==> src/blfm_pkg.sv <==
// Package: payload types, flag positions, register indexes and reset values.
`timescale 1ns / 1ps

package blfm_pkg;

    localparam int unsigned FLAG_W = 9;
    localparam int unsigned CFG_W  = 16;

    // flag bit positions
    localparam int unsigned F_EMPTY    = 0;
    localparam int unsigned F_VLOW     = 1;
    localparam int unsigned F_VHIGH    = 2;
    localparam int unsigned F_CHG_CUR  = 3;
    localparam int unsigned F_DRV_CUR  = 4;
    localparam int unsigned F_CHG_HOT  = 5;
    localparam int unsigned F_CHG_COLD = 6;
    localparam int unsigned F_DRV_HOT  = 7;
    localparam int unsigned F_DRV_COLD = 8;

    localparam logic signed [15:0] DRIVE_COLD_LIMIT  = -16'sd2000;
    localparam logic signed [15:0] CHARGE_COLD_LIMIT = 16'sd0;

    typedef enum logic [1:0] {
        PH_DRIVE  = 2'd0,
        PH_CHARGE = 2'd1,
        PH_SYM    = 2'd2,
        PH_OTHER  = 2'd3
    } t_phase;

    typedef enum logic [2:0] {
        REG_DRV_CUTOFF_V = 3'd0,
        REG_DRV_EMPTY_V  = 3'd1,
        REG_HIGH_V       = 3'd2,
        REG_CHG_LOW_V    = 3'd3,
        REG_DRV_CUR_LIM  = 3'd4,
        REG_SYM_CUR_LIM  = 3'd5,
        REG_CHG_TEMP_MAX = 3'd6,
        REG_DRV_TEMP_MAX = 3'd7
    } t_reg_idx;

    localparam logic [15:0]        RST_DRV_CUTOFF_V = 16'd32600;
    localparam logic [15:0]        RST_DRV_EMPTY_V  = 16'd33600;
    localparam logic [15:0]        RST_HIGH_V       = 16'd37500;
    localparam logic [15:0]        RST_CHG_LOW_V    = 16'd31000;
    localparam logic signed [15:0] RST_DRV_CUR_LIM  = -16'sd2000;
    localparam logic signed [15:0] RST_SYM_CUR_LIM  = 16'sd28;
    localparam logic signed [15:0] RST_CHG_TEMP_MAX = 16'sd4500;
    localparam logic signed [15:0] RST_DRV_TEMP_MAX = 16'sd5500;

    typedef struct packed {
        logic [1:0]         phase;
        logic [15:0]        pack_voltage;
        logic signed [15:0] pack_current;
        logic signed [15:0] cell_temp_min;
        logic signed [15:0] cell_temp_max;
    } t_blfm_in;

    typedef struct packed {
        logic [FLAG_W-1:0] status_flags;
        logic              power_off_request;
    } t_blfm_out;

endpackage

==> src/battery_limit_flag_monitor_top.sv <==
// Top level: battery limit flag monitor with sticky flags and skid output.
//
//  channel | direction | handshake               | payload
//  --------+-----------+-------------------------+------------------------
//  in      | in        | i_in_valid / o_in_stall | i_in_data (t_blfm_in)
//  out     | out       | o_out_valid/ i_out_stall| o_out_data (t_blfm_out)
//  cfg     | in        | i_cfg_we                | i_cfg_idx, i_cfg_data
//
// One item per cycle while o_in_stall is low; its result is registered in the output
// register, or in the skid entry while a result is stalled. The flag update is a single
// layer of compares against the limit registers. A one-entry skid behind the output
// register lets an item be taken while a result is stalled; o_in_stall rises only when both entries are full.
// Synchronous active-low reset clears flags, valids and restores the limits.
`timescale 1ns / 1ps

module battery_limit_flag_monitor_top
    import blfm_pkg::*;
(
    input  logic             i_clk,
    input  logic             i_rst_n,
    input  logic             i_in_valid,
    output logic             o_in_stall,
    input  t_blfm_in         i_in_data,
    output logic             o_out_valid,
    input  logic             i_out_stall,
    output t_blfm_out        o_out_data,
    input  logic             i_cfg_we,
    input  logic [2:0]       i_cfg_idx,
    input  logic [CFG_W-1:0] i_cfg_data
);

    logic [15:0]        r_drv_cutoff_v;
    logic [15:0]        r_drv_empty_v;
    logic [15:0]        r_high_v;
    logic [15:0]        r_chg_low_v;
    logic signed [15:0] r_drv_cur_lim;
    logic signed [15:0] r_sym_cur_lim;
    logic signed [15:0] r_chg_temp_max;
    logic signed [15:0] r_drv_temp_max;

    logic [FLAG_W-1:0] r_flags;
    logic [FLAG_W-1:0] n_flags;
    logic              n_poff;
    t_blfm_out         n_res;

    logic      r_out_valid;
    t_blfm_out r_out;
    logic      r_skid_valid;
    t_blfm_out r_skid;

    logic accept;
    logic out_take;

    assign accept   = i_in_valid && !r_skid_valid;
    assign out_take = r_out_valid && !i_out_stall;

    always_ff @(posedge i_clk) begin
        if (!i_rst_n) begin
            r_drv_cutoff_v <= RST_DRV_CUTOFF_V;
            r_drv_empty_v  <= RST_DRV_EMPTY_V;
            r_high_v       <= RST_HIGH_V;
            r_chg_low_v    <= RST_CHG_LOW_V;
            r_drv_cur_lim  <= RST_DRV_CUR_LIM;
            r_sym_cur_lim  <= RST_SYM_CUR_LIM;
            r_chg_temp_max <= RST_CHG_TEMP_MAX;
            r_drv_temp_max <= RST_DRV_TEMP_MAX;
        end else if (i_cfg_we) begin
            case (t_reg_idx'(i_cfg_idx))
                REG_DRV_CUTOFF_V: r_drv_cutoff_v <= i_cfg_data;
                REG_DRV_EMPTY_V:  r_drv_empty_v  <= i_cfg_data;
                REG_HIGH_V:       r_high_v       <= i_cfg_data;
                REG_CHG_LOW_V:    r_chg_low_v    <= i_cfg_data;
                REG_DRV_CUR_LIM:  r_drv_cur_lim  <= signed'(i_cfg_data);
                REG_SYM_CUR_LIM:  r_sym_cur_lim  <= signed'(i_cfg_data);
                REG_CHG_TEMP_MAX: r_chg_temp_max <= signed'(i_cfg_data);
                REG_DRV_TEMP_MAX: r_drv_temp_max <= signed'(i_cfg_data);
                default: ;
            endcase
        end
    end

    // flag update for the item on the input port
    always_comb begin
        n_flags = r_flags;
        n_poff  = 1'b0;
        case (t_phase'(i_in_data.phase))
            PH_DRIVE: begin
                n_flags[F_DRV_COLD] = i_in_data.cell_temp_min < DRIVE_COLD_LIMIT;
                n_flags[F_DRV_HOT]  = i_in_data.cell_temp_max >= r_drv_temp_max;
                if (i_in_data.pack_voltage < r_drv_cutoff_v) begin
                    n_poff = 1'b1;              // voltage flags hold
                end else if (i_in_data.pack_voltage < r_drv_empty_v) begin
                    n_flags[F_EMPTY] = 1'b1;
                    n_flags[F_VLOW]  = 1'b1;
                    n_flags[F_VHIGH] = 1'b0;
                end else begin
                    n_flags[F_VLOW]  = 1'b0;
                    n_flags[F_VHIGH] = i_in_data.pack_voltage >= r_high_v;
                end
                n_flags[F_CHG_CUR] = 1'b0;
                n_flags[F_DRV_CUR] = i_in_data.pack_current <= r_drv_cur_lim;
            end
            PH_CHARGE: begin
                n_flags[F_CHG_COLD] = i_in_data.cell_temp_min < CHARGE_COLD_LIMIT;
                n_flags[F_CHG_HOT]  = i_in_data.cell_temp_max >= r_chg_temp_max;
                if (i_in_data.pack_voltage < r_chg_low_v) begin
                    n_flags[F_VLOW]  = 1'b1;
                    n_flags[F_VHIGH] = 1'b0;
                end else begin
                    n_flags[F_VLOW]  = 1'b0;
                    n_flags[F_VHIGH] = i_in_data.pack_voltage >= r_high_v;
                end
                n_flags[F_CHG_CUR] = 1'b0;
                n_flags[F_DRV_CUR] = i_in_data.pack_current <= r_drv_cur_lim;
            end
            PH_SYM: begin
                n_flags[F_CHG_CUR] = i_in_data.pack_current > r_sym_cur_lim;
            end
            default: ;
        endcase
        n_res.status_flags      = n_flags;
        n_res.power_off_request = n_poff;
    end

    always_ff @(posedge i_clk) begin
        if (!i_rst_n) begin
            r_flags      <= '0;
            r_out_valid  <= 1'b0;
            r_skid_valid <= 1'b0;
        end else begin
            if (accept) begin
                r_flags <= n_flags;
            end
            if (out_take) begin
                if (r_skid_valid) begin
                    r_out        <= r_skid;
                    r_skid_valid <= 1'b0;
                end else if (accept) begin
                    r_out <= n_res;
                end else begin
                    r_out_valid <= 1'b0;
                end
            end else if (accept) begin
                if (!r_out_valid) begin
                    r_out       <= n_res;
                    r_out_valid <= 1'b1;
                end else begin
                    r_skid       <= n_res;
                    r_skid_valid <= 1'b1;
                end
            end
        end
    end

    assign o_in_stall  = r_skid_valid;
    assign o_out_valid = r_out_valid;
    assign o_out_data  = r_out;

endmodule

==> config.mk <==
export PLATFORM = sky130hd
export DESIGN_NAME = battery_limit_flag_monitor_top
export DESIGN_NICKNAME = d
export VERILOG_FILES = /design/src/blfm_pkg.sv /design/src/battery_limit_flag_monitor_top.sv
export SDC_FILE = /design/constraint.sdc
export NUM_CORES = 1
export LEC_CHECK = 0
export ABC_AREA = 1
export BUFFER_PORTS_ARGS = -buffer_cell sky130_fd_sc_hd__buf_4
export CAP_MARGIN = 20
export CORE_ASPECT_RATIO = 0.9
export CORE_UTILIZATION = 50
export DETAILED_ROUTE_END_ITERATION = 16
export PLACE_DENSITY = 0.8
export RECOVER_POWER = 50
export SYNTH_ARGS = -nofsm -noshare
export SYNTH_HDL_FRONTEND = slang
export SYNTH_SLANG_ARGS = --single-unit
==> constraint.sdc <==
create_clock -name i_clk -period 4.2 [get_ports i_clk]
set_input_delay 0.84 -clock i_clk [delete_from_list [all_inputs] [get_ports i_clk]]
set_output_delay 0.84 -clock i_clk [all_outputs]
set_load 0.05 [all_outputs]
[Word-level counts from Yosys, hierarchy flattened]
Cells that the tools add are included.
Storage, ports and cells
  register bits: 159
Cells by class
  bitwise gates (word level): 2
  eq/ne operators: 12
  reduce and logical (&&, ||, !) cells: 22
  $lt $le $gt $ge: 10
  muxes and demuxes: 21
Operators by type and width (count)
  2-to-1 mux 10 bit: 5
  greater-or-equal comparator 16 bit: 3
  less-than comparator 16 bit: 3
  AND reduction 2 bit: 9
  > comparator 16 bit: 1
  less-or-equal comparator 16 bit: 1
  less-than comparator 16 x 1 -> 1 bit, second input constant: 1
  less-than comparator 16 x 12 -> 1 bit, second input constant: 1
  equality test 3 bit, second input constant: 4
  2-to-1 mux 1 bit: 9
  2-to-1 mux 2 bit: 4
  AND reduction 4 bit: 2
  equality test 3 x 2 -> 1 bit, second input constant: 2
  inequality test 2 bit, second input constant: 2
  one-hot mux 2 bit (2 select lines): 1
  nonzero test 2 bit: 2
  OR reduction 2 bit: 2
  equality test 3 x 1 -> 1 bit, second input constant: 1
  zero test 3 bit: 1
  2-to-1 mux 3 bit: 1
  AND reduction 3 bit: 1
  equality test 2 x 1 -> 1 bit, second input constant: 1
  equality test 2 bit, second input constant: 1
  logical AND 1 bit: 2
  5 further kinds: 7

[Logic depth before layout (Yosys ltp)]
Gate-level depths: netlist of the first run.
  depth after elaboration: 7
  gate-level depth with buffers: 16
  depth with buffers taken out: 16

[Worst setup path before layout of the first run]
OpenSTA, ideal clock, no wires.
  path kind: input port to flip-flop
  start point: input i_out_stall
  end point: register r_out, in the netlist o_out_data[0], enable pin
  setup time: 0.434 ns
  stages: 4
  setup slack: 0.832 ns
  arrival time: 2.935 ns
  required time: 3.766 ns
  cell sequence: nor2_1 inv_1 ha_1 a2111oi_0
Between the ends
  cells in the longest elaborated chain, start to end: 4
  elaborated cells on any way between the ends: 5
RTL lines
  start: declaration: line battery_limit_flag_monitor_top.sv:25  | input logic i_out_stall,
  zero test 1 bit *: line battery_limit_flag_monitor_top.sv:55  | assign out_take = r_out_valid && !i_out_stall;
  logical AND 1 bit *: line battery_limit_flag_monitor_top.sv:55
  inequality test 2 x 1 -> 1 bit (no line) or nonzero test 2 bit (tied branches)
  AND reduction 4 bit (no line) *
  end signal: assignment: line battery_limit_flag_monitor_top.sv:136  | r_out <= r_skid;
  end signal: assignment: line battery_limit_flag_monitor_top.sv:139  | r_out <= n_res;
  end signal: assignment: line battery_limit_flag_monitor_top.sv:145  | r_out <= n_res;
  end: declaration: line battery_limit_flag_monitor_top.sv:47  | t_blfm_out r_out;
Every way passes the cells marked *; elsewhere a longest branch is shown, timed or not.
A chain may end at the register's enable or synchronous reset.

==> results of run 1 <==
-- path summary, 6_finish.rpt --
check / start / end / slack, ns
setup / recovery: i_rst_n / r_drv_temp_max[13] / 1.30
hold / removal: r_high_v[14] / r_high_v[14] / 0.46
setup reg to reg: o_in_stall / r_skid[5] / 1.97
hold reg to reg: r_high_v[14] / r_high_v[14] / 0.46
-- report_power, final --
| group | leakage [nW] | internal [mW] | switching, mW | total (mW) |
|---|---|---|---|---|
| combinational | 3.38 | 0.216 | 0.354 | 0.570 |
| sequential | 1.32 | 1.61 | 0.0199 | 1.63 |
| clock | 0.286 | 0.915 | 0.649 | 1.56 |
| total | 4.99 | 2.74 | 1.02 | 3.76 |
-- sequential cells by signal, indices dropped and copies added (netlist names), 9 cells and up --
| signal | flops |
|---|---|
| r_chg_low_v | 16 |
| r_chg_temp_max | 16 |
| r_drv_cur_lim | 16 |
| r_drv_cutoff_v | 16 |
| r_drv_empty_v | 16 |
| r_drv_temp_max | 16 |
| r_high_v | 16 |
| r_sym_cur_lim | 16 |
| o_out_data | 10 |
| r_skid | 10 |
| r_flags | 9 |
-- worst max-delay path, delay by kind of cell --
kind	cells	cell delay [ns]
buffers and inverters	3	1.84
AO/OA/AOI/OAI	2	0.54
-- cell families (layout without fill, tap and decap cells) --
logic type                 Yosys count  in the layout  share of synthesized area, %
AOI/OAI and AO/OA                  311            311                          19.1
DFF                                159            159                          37.7
buffers and inverters              229            324                          9.90
adders and majority gates          126            126                          17.6
and+or+nand+nor                    313            313                          15.7
-- layout make-up --
class / count / area share [%]
multi-input combinational: 750 / 44.9
timing repair buffer: 101 / 7.13
clock inverter: 12 / 1.25
clock buffer: 20 / 4.42
inverter: 191 / 6.90
tap: 240 / 2.89
sequential: 159 / 32.6
-- stage by stage --
step | area, µm² | instances | hold slack [ns]
final | 10400 | 1473 | 0.457
after global routing | 10400 | 1473 | 0.471
after CTS | 10400 | 1472 | 0.460
after detailed placement | 9860 | 1440 | 0.451
after global placement | 9860 | 1440 | 0.445
after floorplan | 8970 | 1138 | 0.433
-- routing by layer --
metal | wire length (µm) | vias up | global-route usage [%] | part of all wire (%)
li1 | - | 3957 | - | -
met1 | 10300 | 3600 | 32.7 | 47
met2 | 10000 | 208 | 41.0 | 45
met3 | 1180 | 49 | 5.47 | 5.3
met4 | 639 | 0 | 10.4 | 2.9
met5 | 0 | - | 0 | 0
-- cells in the final DEF, fill, tap and decap left out, types with 4 or more instances in the layout --
cell | Yosys | routed
a21o_1 | 4 | 4
a21oi_1 | 134 | 134
a31oi_1 | 4 | 4
buf_4 | 0 | 96
clkbuf_1 | 14 | 5
clkbuf_16 | 0 | 18
dfxtp_1 | 139 | 139
edfxtp_1 | 20 | 20
ha_1 | 126 | 126
inv_1 | 179 | 183
inv_2 | 12 | 7
nand2_1 | 194 | 195
nand3_1 | 17 | 17
nand4_1 | 8 | 8
nor2_1 | 55 | 60
nor2_2 | 10 | 9
nor3_1 | 6 | 6
o211ai_1 | 44 | 44
o21a_1 | 4 | 4
o21ai_0 | 95 | 106
o21ai_1 | 19 | 8
==> results.tsv, run 1 <==
stage	metric	value	unit
run_status	run_status	finished with violations	
run_status	violations	capacitance limit, slew limit	
power	power	3.76	mW
setup_path	ff2ff_path_depth	5	
yosys	async_flop_share	0	%
finish	nNetsFinal	1436	
floorplan	core	0.0176	mm²
placed_design	dp_hpwl	15900	µm
hold_path	hold_class	register to register	
floorplan	dieHeight	129	µm
cts	cts_tree	done	
floorplan	die_area	0.0185	mm²
timing	post-route-period-util	69.1	%
yosys	ys_ff_latch	159	
yosys	synth_top_area_share	31.0	%
setup_path	cp_max_fo	111	
yosys	syn_nets	1354	
cts	postCtsResizedCells	0	
route	drc	0	
setup_path	worstPathCellList	clkbuf_1 -> buf_4 -> clkbuf_2 -> o21ai_0 -> a21oi_1	
floorplan	rows	46	
cts	post_cts_buffers	0	
timing	hold_viol_final	0	
setup_path	cp.arrival	3.25	ns
timing	finalSetupViolations	0	
timing	fin_ws	1.30	ns
global_route	antenna_found_initial	0	
yosys	ys_top_cells_by_count	nand2_1, inv_1, dfxtp_1	
power	powerDensity	362	mW/mm²
timing	tns	0	ns
finish	utilization	59.0	%
yosys	synthFlopType	dfxtp_1	
yosys	netlist_area	0.00897	mm²
route	drt_iter0_markers	463	
route	routed_wl	22200	µm
setup_path	required	4.55	ns
setup_path	cp-end-kind	register	
yosys	yosysSeqAreaShare	37.7	%
placed_design	port_buffers	97	
yosys	synth_warnings	0	
global_route	overflow	0	
setup_path	max_stage_delay	1.48	ns
hold_path	worstHoldPathCells	2	
finish	final-seq-area	0.00338	mm²
route	wire_per_inst	15.0	µm
finish	fillers	1599	
global_route	grt_pass1_wl	35700	µm
timing	fin_skew	0.00705	ns
cts	cts.sinks	159	
cts	cts_hold_buf	0	
global_route	grt_use_total	25.3	%
cts	cts_max_level	4	
floorplan	ios	102	
yosys	syn_avg_cell_area	7.88	µm²
route	num_vias	7814	
yosys	synth_area_leaders	dfxtp_1, ha_1, nand2_1	
timing	period_needed	2.90	ns
yosys	syn-instance-count	1138	
cts	numCtsBuffers	17	
floorplan	chipWidth	143	µm
global_route	grt_max_degree	127	
timing	worst_pin_slew	2.02	ns
floorplan	start_util	50.9	%
yosys	synth_most_common_cell	nand2_1	
route	ant_nets	0	
setup_path	path_class	input pin to register	
power	leakagePower	4.99	nW
finish	diodes	0	
cts	cts.clk_slew.worst_paths	0.06	ns
timing	finalMaxSlewViolations	112	
route	viasPerCell	5.30	
placed_design	routabilityCongestion	0.882	
route	drt_pass1_iterations	7	
placed_design	pre_cts_slack	1.50	ns
cts	clk_latency	0.43	ns
cts	clockBufferDepth	2	
timing	maxSlewHeadroom	-35.0	%
finish	drive_above_1_share	13.1	%
yosys	synth_largest_area_cell	dfxtp_1	
yosys	synthDistinctLibCells	36	
power	peakVddDrop	316	µV
global_route	grt_pass1_vias	7321	
yosys	synth_edf_count	20	
timing	rsz0062_at_grt	no	
finish	syn2layout_area_growth	15.8	%
setup_path	crit_slowest_cell	clkbuf_2	
timing	max_freq	345	MHz
cts	cts_root_buf	clkbuf_16	
job	drv_cap	1	
setup_path	startpoint_type	input pin	
finish	multi_input_area	0.00466	mm²
No activity file was read; power rests on OpenSTA's default activity.
==> run 2: changes to the inputs <==
ABC_AREA = 0   (was 1)
clock period = 2.8 ns   (was 4.2 ns; I/O delays follow)
==> results.tsv, run 2 <==
stage	metric	value	unit	change
run_status	run_status	finished with violations		
run_status	violations	capacitance limit, slew limit		
floorplan	ios	102		unchanged
finish	nNetsFinal	1413		-1.6%
timing	hold_viol_final	0		unchanged
placed_design	dp_cells	1418		-1.5%
hold_path	hold_class	register to register		
yosys	async_flop_share	0	%	unchanged
setup_path	ff2ff_path_depth	9		+4
setup_path	r2r-start	r_drv_cutoff_v[9]		
cts	cts_max_level	4		unchanged
floorplan	dieHeight	129	µm	+0.29%
yosys	synth-xor-area-share	0	%	unchanged
yosys	synth_most_common_cell	nand2_1		
timing	tns	0	ns	unchanged
route	wl_met3	1670	µm	+42%
setup_path	required	3.07	ns	-1.48 ns
route	routed_wl	25000	µm	+13%
yosys	netlist_area	0.00902	mm²	+0.60%
finish	fillers	1527		-4.5%
yosys	syn_nets	1315		-2.9%
global_route	grt_pass1_vias	7890		+7.8%
route	met1_length	11000	µm	+6.7%
route	drc	0		unchanged
job	drv_cap	1		unchanged
yosys	synth_top_family_by_area	compound AO/OA/AOI/OAI gates		
cts	cts.sinks	159		unchanged
setup_path	crit_buf_inv	1		-2
route	route.met2.wl	11600	µm	+15%
floorplan	chipWidth	144	µm	+0.29%
yosys	synth_top_area_share	30.8	%	-0.18 points
setup_path	crit_family	simple AND/OR/NAND/NOR gates		
finish	mostFrequentLayoutCells	nand2_1, dfxtp_1, inv_1		
timing	holdWs	0.455	ns	-0.00150 ns
timing	maxSlewHeadroom	-15.3	%	+20 points
cts	cts.clk_slew.worst_paths	0.06	ns	about the same
cts	numCtsBuffers	17		unchanged
yosys	synth_edf_count	20		unchanged
global_route	grt_use_total	28.1	%	+2.8 points
timing	worst_pin_slew	1.73	ns	-0.295 ns
route	wire_per_inst	17.2	µm	+14%
floorplan	die_area	0.0186	mm²	+0.59%
setup_path	cp.arrival	2.97	ns	-0.28 ns
placed_design	routabilityCongestion	0.886		+0.50%
route	drt_pass1_iterations	7		unchanged
finish	layout_commonest_cell	nand2_1		
setup_path	path_class	register to register		
yosys	syn-instance-count	1099		-3.4%
route	num_vias	8098		+3.6%
setup_path	startpoint	r_drv_cutoff_v[9]		
timing	fin_ws	0.105	ns	-1.19 ns
timing	finalSetupViolations	0		unchanged
yosys	yosys.area_share.simple	17.7	%	+1.9 points
cts	cts_hold_buf	0		unchanged
yosys	synth_warnings	0		unchanged
floorplan	start_util	51.1	%	+0.14 points
yosys	synth_area_leaders	dfxtp_1, ha_1, nand2_1		
route	viasPerCell	5.58		+5.1%
route	ant_nets	0		unchanged
global_route	grt_pass1_wl	39400	µm	+10%
setup_path	r2r_end	o_out_data[3]		
cts	cts_tree	done		
timing	period_needed	2.69	ns	
placed_design	placed_area	0.0101	mm²	+2.6%
global_route	antenna_found_initial	1		+1
setup_path	cp-end-kind	register		
setup_path	reg2reg_slack	0.11	ns	-1.86 ns
yosys	ys_ff_latch	159		unchanged
placed_design	dp_hpwl	18100	µm	+14%
cts	postCtsResizedCells	0		unchanged
finish	instances_no_fill	1452		-1.4%
setup_path	worstPathCellList	inv_1 -> ha_1 -> and4_1 -> o21ai_1 -> nand4bb_1 -> and4b_1 -> or3_4 -> or4_4 -> a31oi_2		
yosys	synthDistinctLibCells	60		+67%
cts	clockBufferDepth	2		unchanged
setup_path	worstSetupEndpoint	o_out_data[3]		
hold_path	holdCritStartpoint	r_sym_cur_lim[11]		
setup_path	cp.depth	9		+4
cts	cts_root_buf	clkbuf_16		
timing	rsz0062_at_grt	no		
power	power	5.52	mW	+47%
route	topRoutingLayerUsed	met4		
cts	post_cts_buffers	0		unchanged
timing	max_freq	371	MHz	
finish	syn2layout_area_growth	17.9	%	
yosys	synthMuxAreaShare	0.721	%	+0.72 points
setup_path	max_stage_delay	0.55	ns	-0.93 ns
yosys	synthFlopType	dfxtp_1		
timing	finalMaxSlewViolations	35		-69%
power	powerDensity	519	mW/mm²	+43%
setup_path	startpoint_type	register		
power	peakVddDrop	458	µV	+45%
yosys	yosysSeqAreaShare	37.5	%	-0.22 points
cts	clk_latency	0.43	ns	about the same
finish	fin_area	0.0106	mm²	+2.4%
finish	drive_above_1_share	14.0	%	+0.83 points
route	drt_iter0_markers	606		+31%
timing	post-route-period-util	96.2	%	
yosys	syn_avg_cell_area	8.21	µm²	+4.2%
power	leakagePower	4.66	nW	-6.6%
setup_path	crit_slowest_cell	or4_4		
yosys	synth_largest_area_cell	dfxtp_1		
floorplan	core	0.0177	mm²	+0.33%
yosys	synth_compound_area_share	18.5	%	-0.56 points
yosys	synthAdderAreaFrac	17.5	%	-0.10 points
yosys	ys_top_cells_by_count	nand2_1, dfxtp_1, inv_1		
global_route	overflow	0		unchanged
setup_path	cp_max_fo	2		-98%
timing	fin_skew	0.00504	ns	-0.00201 ns
finish	utilization	60.2	%	+1.2 points
global_route	grt_max_degree	39		-69%
placed_design	port_buffers	97		unchanged
floorplan	rows	46		unchanged
placed_design	pre_cts_slack	-0.199	ns	-1.70 ns
## run 2: routing by layer
metal / vias up / GRT usage [%]
met5: - / 0
met4: 0 / 11.3
met3: 57 / 4.69
met2: 266 / 46.2
met1: 3807 / 36.6
li1: 3968 / -
## run 2: worst min-delay path, delay by kind of cell (launching register included)
| family | cells | cell delay [ns] |
|---|---|---|
| AND/OR/NAND/NOR | 1 | 0.05 |
| flip-flops | 1 | 0.31 |
| AO/OA/AOI/OAI | 1 | 0.05 |
## run 2: final cells by class
cell class	count	area (µm²)	share of cell area, %
antenna	2	5.00	0.0470
clock buffer	18	439	4.13
clock inverter	14	141	1.33
inverter	132	495	4.66
multi-input combinational	753	4910	46.2
sequential	159	3380	31.8
tap	240	300	2.82
timing repair buffer	134	961	9.03
## run 2: worst min path at each step
stage | depth (start not counted) | endpoint | slack (ns)
6_report | 2 | r_sym_cur_lim[11] | 0.46
5_1_grt | 3 | r_chg_temp_max[0] | 0.45
4_1_cts | 3 | o_in_stall | 0.44
3_3_place_gp | 1 | r_flags[0] | 0.44
3_5_place_dp | 1 | r_flags[0] | 0.44
2_1_floorplan | 1 | r_flags[0] | 0.43
## run 2: kinds of logic (layout without fill, tap and decap cells)
logic type	count (synthesis)	after routing
compound gates	262	262
fa+ha+maj	126	126
buf+inv	187	298
flops	159	159
mux	6	6
other cells	0	2
simple gates	359	359
## run 2: power by group
group / total [mW] / internal [mW] / switching [mW]
Clock: 2.30 / 1.33 / 0.966
Sequential: 2.41 / 2.38 / 0.0300
Combinational: 0.808 / 0.332 / 0.476
==> run 3: changes to the inputs <==
PLACE_DENSITY = 0.83   (was 0.8)
clock period = 2.28 ns   (was 2.8 ns; I/O delays follow)
==> results.tsv, run 3 (synthesis gave the netlist of run 2 again) <==
stage	metric	value	unit	change
cts	cts_max_level	4		unchanged
placed_design	routabilityCongestion	0.893		+0.72%
global_route	grt_pass1_vias	8150		+3.3%
global_route	grt_use_total	29.2	%	+1.2 points
setup_path	r2r-start	r_drv_empty_v[8]		
route	drt_pass1_iterations	5		-2
cts	cts.sinks	159		unchanged
finish	instances_no_fill	1503		+3.5%
timing	fin_skew	0.00920	ns	+0.00416 ns
setup_path	startpoint_type	register		
route	drc	0		unchanged
power	leakagePower	4.95	nW	+6.2%
power	powerDensity	608	mW/mm²	+17%
timing	fin_ws	-0.334	ns	-0.440 ns
timing	tns	-1.16	ns	-1.16 ns
timing	max_freq	383	MHz	+3.1%
setup_path	path_class	register to register		
finish	mostFrequentLayoutCells	nand2_1, buf_4, dfxtp_1		
placed_design	port_buffers	97		unchanged
floorplan	rows	46		unchanged
cts	clk_latency	0.43	ns	about the same
cts	numCtsBuffers	17		unchanged
setup_path	ff2ff_path_depth	9		unchanged
timing	period_needed	2.61	ns	-0.0805 ns
route	wire_per_inst	18.2	µm	+5.6%
timing	worst_pin_slew	1.21	ns	-0.516 ns
setup_path	reg2reg_slack	-0.33	ns	-0.44 ns
setup_path	cp-end-kind	register		
timing	finalMaxSlewViolations	0		-100%
job	drv_cap	0		-1
cts	cts_hold_buf	0		unchanged
setup_path	cp.arrival	2.89	ns	-0.08 ns
global_route	grt_max_degree	82		+110%
global_route	overflow	0		unchanged
finish	nNetsFinal	1465		+3.7%
finish	syn2layout_area_growth	26.9	%	
route	drt_iter0_markers	714		+18%
floorplan	start_util	51.1	%	unchanged
hold_path	hold_class	input pin to register		
finish	drive_above_1_share	22.7	%	+8.8 points
floorplan	dieHeight	129	µm	unchanged
hold_path	hold_end	r_drv_temp_max[1]		
timing	finalSetupViolations	8		+8
setup_path	cp_max_fo	2		unchanged
floorplan	ios	102		unchanged
route	num_vias	8527		+5.3%
cts	clockBufferDepth	2		unchanged
placed_design	dp_hpwl	18600	µm	+2.6%
power	peakVddDrop	558	µV	+22%
cts	cts.clk_slew.worst_paths	0.06	ns	about the same
floorplan	die_area	0.0186	mm²	unchanged
route	routed_wl	27300	µm	+9.3%
global_route	grt_pass1_wl	41300	µm	+4.7%
timing	post-route-period-util	115	%	+18 points
placed_design	dp_cells	1460		+3.0%
run_status	run_status	finished with violations		
power	power	6.96	mW	+26%
global_route	antenna_found_initial	0		-1
timing	holdWs	0.351	ns	-0.104 ns
cts	cts_root_buf	clkbuf_16		
timing	rsz0062_at_grt	yes		
setup_path	r2r_end	o_out_data[3]		
setup_path	required	2.56	ns	-0.51 ns
timing	hold_viol_final	0		unchanged
route	ant_nets	0		unchanged
floorplan	core	0.0177	mm²	unchanged
timing	maxSlewHeadroom	19.1	%	+34 points
run_status	violations	setup timing		
hold_path	holdCritStartpoint	i_cfg_data[1]		
hold_path	worstHoldPathCells	3		+1
cts	cts_tree	done		
route	viasPerCell	5.67		+1.7%
placed_design	pre_cts_slack	-0.563	ns	-0.363 ns
finish	layout_commonest_cell	nand2_1		
floorplan	chipWidth	144	µm	unchanged
[run 3: changes by cell type in the layout (fill, tap and decap cells not counted), moves of 3 or more]
cell and change:
dfxtp_1 -14, nor3_2 +3, ha_4 +14, a21oi_1 -5
nor3_1 -5, inv_1 -10, buf_4 +51, dfxtp_2 +14
o21ai_0 -3, a21oi_2 +3, inv_2 +10, ha_1 -15
[run 3: how the worst max path moves through the flow]
stage	from	end	slack, ns
2_1_floorplan	i_in_data[56]	o_out_data[3]	-0.25
3_3_place_gp	i_in_data[56]	o_out_data[3]	-0.55
3_5_place_dp	i_in_data[56]	o_out_data[3]	-0.56
4_1_cts	r_drv_empty_v[10]	o_out_data[3]	-0.34
5_1_grt	r_drv_empty_v[8]	o_out_data[3]	-0.39
6_report	r_drv_empty_v[8]	o_out_data[3]	-0.33
[run 3: metrics by stage]
stage	utilization [%]	instance area (µm²)
after floorplan	-	9090
after global placement	59.4	10500
after detailed placement	59.4	10500
after CTS	63.0	11100
after global routing	64.8	11400
final	64.8	11400
[run 3: worst max-delay path: stages (launching register included)]
cell and delay, ns:
dfxtp_2 0.32, inv_2 0.05, ha_4 0.25, and4_4 0.23, nand3_2 0.08, or4_4 0.44
a21o_4 0.22, and3b_2 0.20, or4_4 0.54, a31oi_2 0.13
[run 3: cell type report]
class | count | area, µm²
tap | 240 | 300
multi-input combinational | 753 | 5300
inverter | 132 | 495
clock buffer | 19 | 443
fill | 1391 | 6220
antenna | 1 | 2.50
timing repair buffer | 186 | 1370
clock inverter | 13 | 139
sequential | 159 | 3400
[run 3: where the power goes]
part / internal [mW] / total (mW) / switching, mW / leakage (nW)
Clock: 1.64 / 2.83 / 1.19 / 0.280
Combinational: 0.508 / 1.17 / 0.659 / 3.35
Sequential: 2.93 / 2.97 / 0.0394 / 1.32
Total: 5.08 / 6.96 / 1.88 / 4.95
[run 3: metal layers]
metal	share of wire, %	vias up	track usage, %
met3	8.8	77	5.99
li1	-	4068	-
met4	3.2	0	10.8
met5	0	-	0
met2	47	370	48.4
met1	41	4012	37.6
[run 3: timing repair]
action / 4_1_cts / 5_1_grt
gates resized for setup: 20 / 57
setup endpoints to repair: 13 / 14
pin swaps: 4 / 21
hold endpoints to repair: 0 / 0
setup buffers: 0 / 10
